==> config.mk <==
export PLATFORM = sky130hd
export DESIGN_NAME = saa_ctrl
export DESIGN_NICKNAME = d
export VERILOG_FILES = /design/src/saa_pkg.sv /design/src/saa_ctrl.sv
export SDC_FILE = /design/constraint.sdc
export NUM_CORES = 1
export LEC_CHECK = 0
export ABC_AREA = 1
export BUFFER_PORTS_ARGS = -buffer_cell sky130_fd_sc_hd__buf_2
export CAP_MARGIN = 40
export CELL_PAD_IN_SITES_DETAIL_PLACEMENT = 0
export CELL_PAD_IN_SITES_GLOBAL_PLACEMENT = 1
export CORE_AREA = 2 2 39 41
export CTS_CLUSTER_SIZE = 12
export DETAILED_ROUTE_END_ITERATION = 8
export DIE_AREA = 0 0 41 43
export HOLD_SLACK_MARGIN = 0.03
export PLACE_DENSITY_LB_ADDON = 0.1
export SKIP_LAST_GASP = 1
export SYNTH_ARGS = -nofsm -noshare
export SYNTH_HDL_FRONTEND = slang
export SYNTH_SLANG_ARGS = --single-unit
==> constraint.sdc <==
create_clock -name clk_i -period 1.6 [get_ports clk_i]
set_input_delay 0.16 -clock clk_i [delete_from_list [all_inputs] [get_ports clk_i]]
set_output_delay 0.16 -clock clk_i [all_outputs]
set_load 0.03 [all_outputs]
==> src/saa_pkg.sv <==
package saa_pkg;

  localparam int unsigned SIZE_W = 17;
  localparam int unsigned ADDR_W = 16;
  localparam int unsigned USED_W = 17;
  localparam int unsigned CFG_W  = 17;

  typedef enum logic [1:0] {
    CMD_ALLOC_ITEM  = 2'd0,
    CMD_ALLOC_ARRAY = 2'd1,
    CMD_FREE        = 2'd2,
    CMD_NONE        = 2'd3
  } cmd_e;

  typedef struct packed {
    logic load;
    logic mul_en;
    logic div_en;
    logic alloc;
    logic release_blk;
    logic rd_top;
    logic step_top;
    logic load_used;
    logic emit;
  } ctrl_t;

  typedef struct packed {
    cmd_e cmd;
    logic pop_done;
  } stat_t;

endpackage

==> src/saa_ctrl.sv <==
module saa_ctrl import saa_pkg::*; (
  input  logic  clk_i,
  input  logic  rst_ni,
  input  logic  start,
  input  stat_t stat_i,
  output ctrl_t ctrl_o,
  output logic  busy,
  output logic  result_strobe_o
);

  typedef enum logic [2:0] {
    ST_IDLE,
    ST_MUL,
    ST_DIV,
    ST_ALLOC,
    ST_FREE,
    ST_POP_CHK,
    ST_POP_BELOW,
    ST_POP_SIZE
  } state_e;

  state_e state_q, state_d;
  logic   strobe_q, strobe_d;

  always_comb begin
    ctrl_o   = '0;
    state_d  = state_q;
    strobe_d = 1'b0;
    case (state_q)
      ST_IDLE: begin
        if (start) begin
          ctrl_o.load = 1'b1;
          state_d     = ST_MUL;
        end
      end
      ST_MUL: begin
        ctrl_o.mul_en = 1'b1;
        state_d       = ST_DIV;
      end
      ST_DIV: begin
        ctrl_o.div_en = 1'b1;
        case (stat_i.cmd)
          CMD_ALLOC_ITEM, CMD_ALLOC_ARRAY: state_d = ST_ALLOC;
          CMD_FREE:                        state_d = ST_FREE;
          default: begin
            ctrl_o.emit = 1'b1;
            strobe_d    = 1'b1;
            state_d     = ST_IDLE;
          end
        endcase
      end
      ST_ALLOC: begin
        ctrl_o.alloc = 1'b1;
        strobe_d     = 1'b1;
        state_d      = ST_IDLE;
      end
      ST_FREE: begin
        ctrl_o.release_blk = 1'b1;
        state_d            = ST_POP_CHK;
      end
      ST_POP_CHK: begin
        if (stat_i.pop_done) begin
          ctrl_o.emit = 1'b1;
          strobe_d    = 1'b1;
          state_d     = ST_IDLE;
        end else begin
          ctrl_o.rd_top = 1'b1;
          state_d       = ST_POP_BELOW;
        end
      end
      ST_POP_BELOW: begin
        ctrl_o.step_top = 1'b1;
        state_d         = ST_POP_SIZE;
      end
      ST_POP_SIZE: begin
        ctrl_o.load_used = 1'b1;
        state_d          = ST_POP_CHK;
      end
      default: begin
        state_d = ST_IDLE;
      end
    endcase
  end

  always_ff @(posedge clk_i or negedge rst_ni) begin
    if (!rst_ni) begin
      state_q  <= ST_IDLE;
      strobe_q <= 1'b0;
    end else begin
      state_q  <= state_d;
      strobe_q <= strobe_d;
    end
  end

  assign busy            = (state_q != ST_IDLE);
  assign result_strobe_o = strobe_q;

endmodule

==> out/results.ini <==
[status]
status=finished, final reports clean

[logic_synthesis]
synth_xor_area_frac=0
synthMuxAreaShare=0
yosysUniqueCellTypes=13
synth_cells=41
syn_nets=47
synth_seq_area_share=0.339
syn_area_per_cell_um2=7.20
netlist_area_um2=295
ys_seq_elements=4
synth_top_family_by_area=simple AND/OR/NAND/NOR gates
ys_warn_count=0
yosys.area_share.adder=0
synth-compound-area-share=0.0339
synth-simple-area-share=0.441

[critical_path]
crit_type=reg2out
arrival_ns=1.29
crit_fanout=8
required_ns=1.44
reg2reg_depth=5
end_kind=primary output
start_kind=flop
worst-r2r-setup-slack_ns=0.54

[grt]
grt_pass1_vias=302
grt.total_usage=0.110
grt_max_degree=9
gr-total-overflow=0
antenna_found_initial=0
grt_pass1_wl_um=1300

[cells_and_area]
antenna_cells=0
multi_input_area_um2=140
regArea_um2=100
area.growth.synth_to_final_pct=42.4
design_area_um2=420
drive_gt1_frac=0.433
fin_nets=68
n_fill_cell=165
final_cell_mix=buf_2 (16), inv_1 (9), nand3_1 (6), nand2_1 (6)
final_common_cell=buf_2

[drt]
num_vias=331
drtPass1Iterations=2
routed_wl_um=790
detail_route.iter0.violations=1
via_per_inst=4.36
drc_errors=0
antenna_left=0
drt-wirelength-per-cell_um=10.4

[clocking]
clock_latency_ns=0.24
cts.htree.levels=1
clock_sinks=4
numCtsBuffers=3
clk_pin_slew_ns=0.04
cts_buffer_depth=2
cts_tree=yes
ctsHoldBuffers=1
cts-root-buf=clkbuf_4
post-cts-setup-buffer-count=0
cts_resized=0

[pwr]
internal-power_w=0.000393
p_sw_w=0.000522
pwr-share-clk=0.139
leakagePower_nw=0.283
p_per_area_nw_per_um2=2180
power.share.sequential=0.264
irDropWorstVdd_mv=0.459
p_sw_frac=0.571
comb_power_share=0.597
p_total_w=0.000916

[floorplan]
num_rows=14
die-area_um2=1760
initial_core_util=0.213
die_width_um=41
core-area_um2=1380
die_h_um=43
io_pins=17

[placement]
dp_slack_ns=0.386
gp_congestion=0.707
placed_cell_area_um2=388
hpwlAfterDp_um=630
io_buffers=16

[flow_run]
cap_violations=0

[sta]
tightest_slew_ns=0.347
period_needed_ns=1.45
worst_hold_slack_ns=0.201
rsz0062_at_grt=false
setup_viol=0
max_freq_mhz=689
period_share=0.907
layout_setup_ws_ns=0.149
fin_setup_tns_ns=0
relSlewSlack=0.768
skew_ns=0.000522
finalHoldViolations=0
drv_slew=0

[min_path]
hp-class=in2reg
holdPathStages=3

-- final cells by class --
| type | instances | share of cell area |
|---|---|---|
| Inverter | 12 | 0.113 |
| Timing Repair Buffer | 17 | 0.214 |
| Clock buffer | 3 | 0.0536 |
| Sequential cell | 4 | 0.238 |
| Multi-Input combinational cell | 24 | 0.333 |
| Tap cell | 16 | 0.0476 |
-- cell usage after synthesis, drive strengths merged --
cell,number,area [µm²]
or2,1,6.26
o21ai,2,10.0
nand4,4,25.0
inv,12,47.6
buf,1,7.51
nand2,6,22.5
dfrtp,4,100
nand3,8,50.1
nor3,3,26.3
-- power groups by stage --
| stage | Combinational [W] | Clock, W | Sequential (W) |
|---|---|---|---|
| after floorplan | 0.000436 | 0 | 0.000221 |
| after global placement | 0.000557 | 0 | 0.000244 |
| after detailed placement | 0.000552 | 0 | 0.000244 |
| after CTS | 0.000556 | 0.000134 | 0.000243 |
| after global routing | 0.000602 | 0.000144 | 0.000258 |
| final | 0.000547 | 0.000127 | 0.000242 |
-- worst max-delay path, cell delays in order (launching register included) --
cell	delay, ns
dfrtp_1	0.54
inv_2	0.12
nor3_1	0.18
buf_2	0.22
-- per-stage QoR --
| stage | util | std cells |
|---|---|---|
| after floorplan | - | 41 |
| after global placement | 0.280 | 72 |
| after detailed placement | 0.280 | 72 |
| after CTS | 0.304 | 76 |
| after global routing | 0.304 | 76 |
| final | 0.304 | 76 |
-- layer usage --
metal	wire [µm]	vias to the layer above	global-route usage	share of wire
met2	367	12	0.156	0.46
met4	0	0	0.0400	0
met3	45	0	0.0471	0.057
met1	377	147	0.145	0.48
li1	-	172	-	-
met5	0	-	0	0
-- path summary, 6_finish.rpt --
kind / endpoint / startpoint
worst max-delay path: ctrl_o[1] / state_q[0]$_DFFE_PN0P_
worst min-delay path: state_q[2]$_DFFE_PN0P_ / stat_i[1]
worst max register to register: state_q[1]$_DFFE_PN0P_ / state_q[0]$_DFFE_PN0P_
worst min register to register: state_q[2]$_DFFE_PN0P_ / state_q[1]$_DFFE_PN0P_
max in group asynchronous: state_q[1]$_DFFE_PN0P_ / rst_ni
min in group asynchronous: state_q[2]$_DFFE_PN0P_ / rst_ni
-- cells by family after synthesis --
logic type | Yosys count
flip-flops | 4
buffers and inverters | 13
AND/OR/NAND/NOR | 22
AO/OA/AOI/OAI | 2
-- registers in the layout (all words and copies together) (netlist names) --
signal / flops
state_q: 3
result_strobe_o: 1
Power figures use the tool's default switching activity.
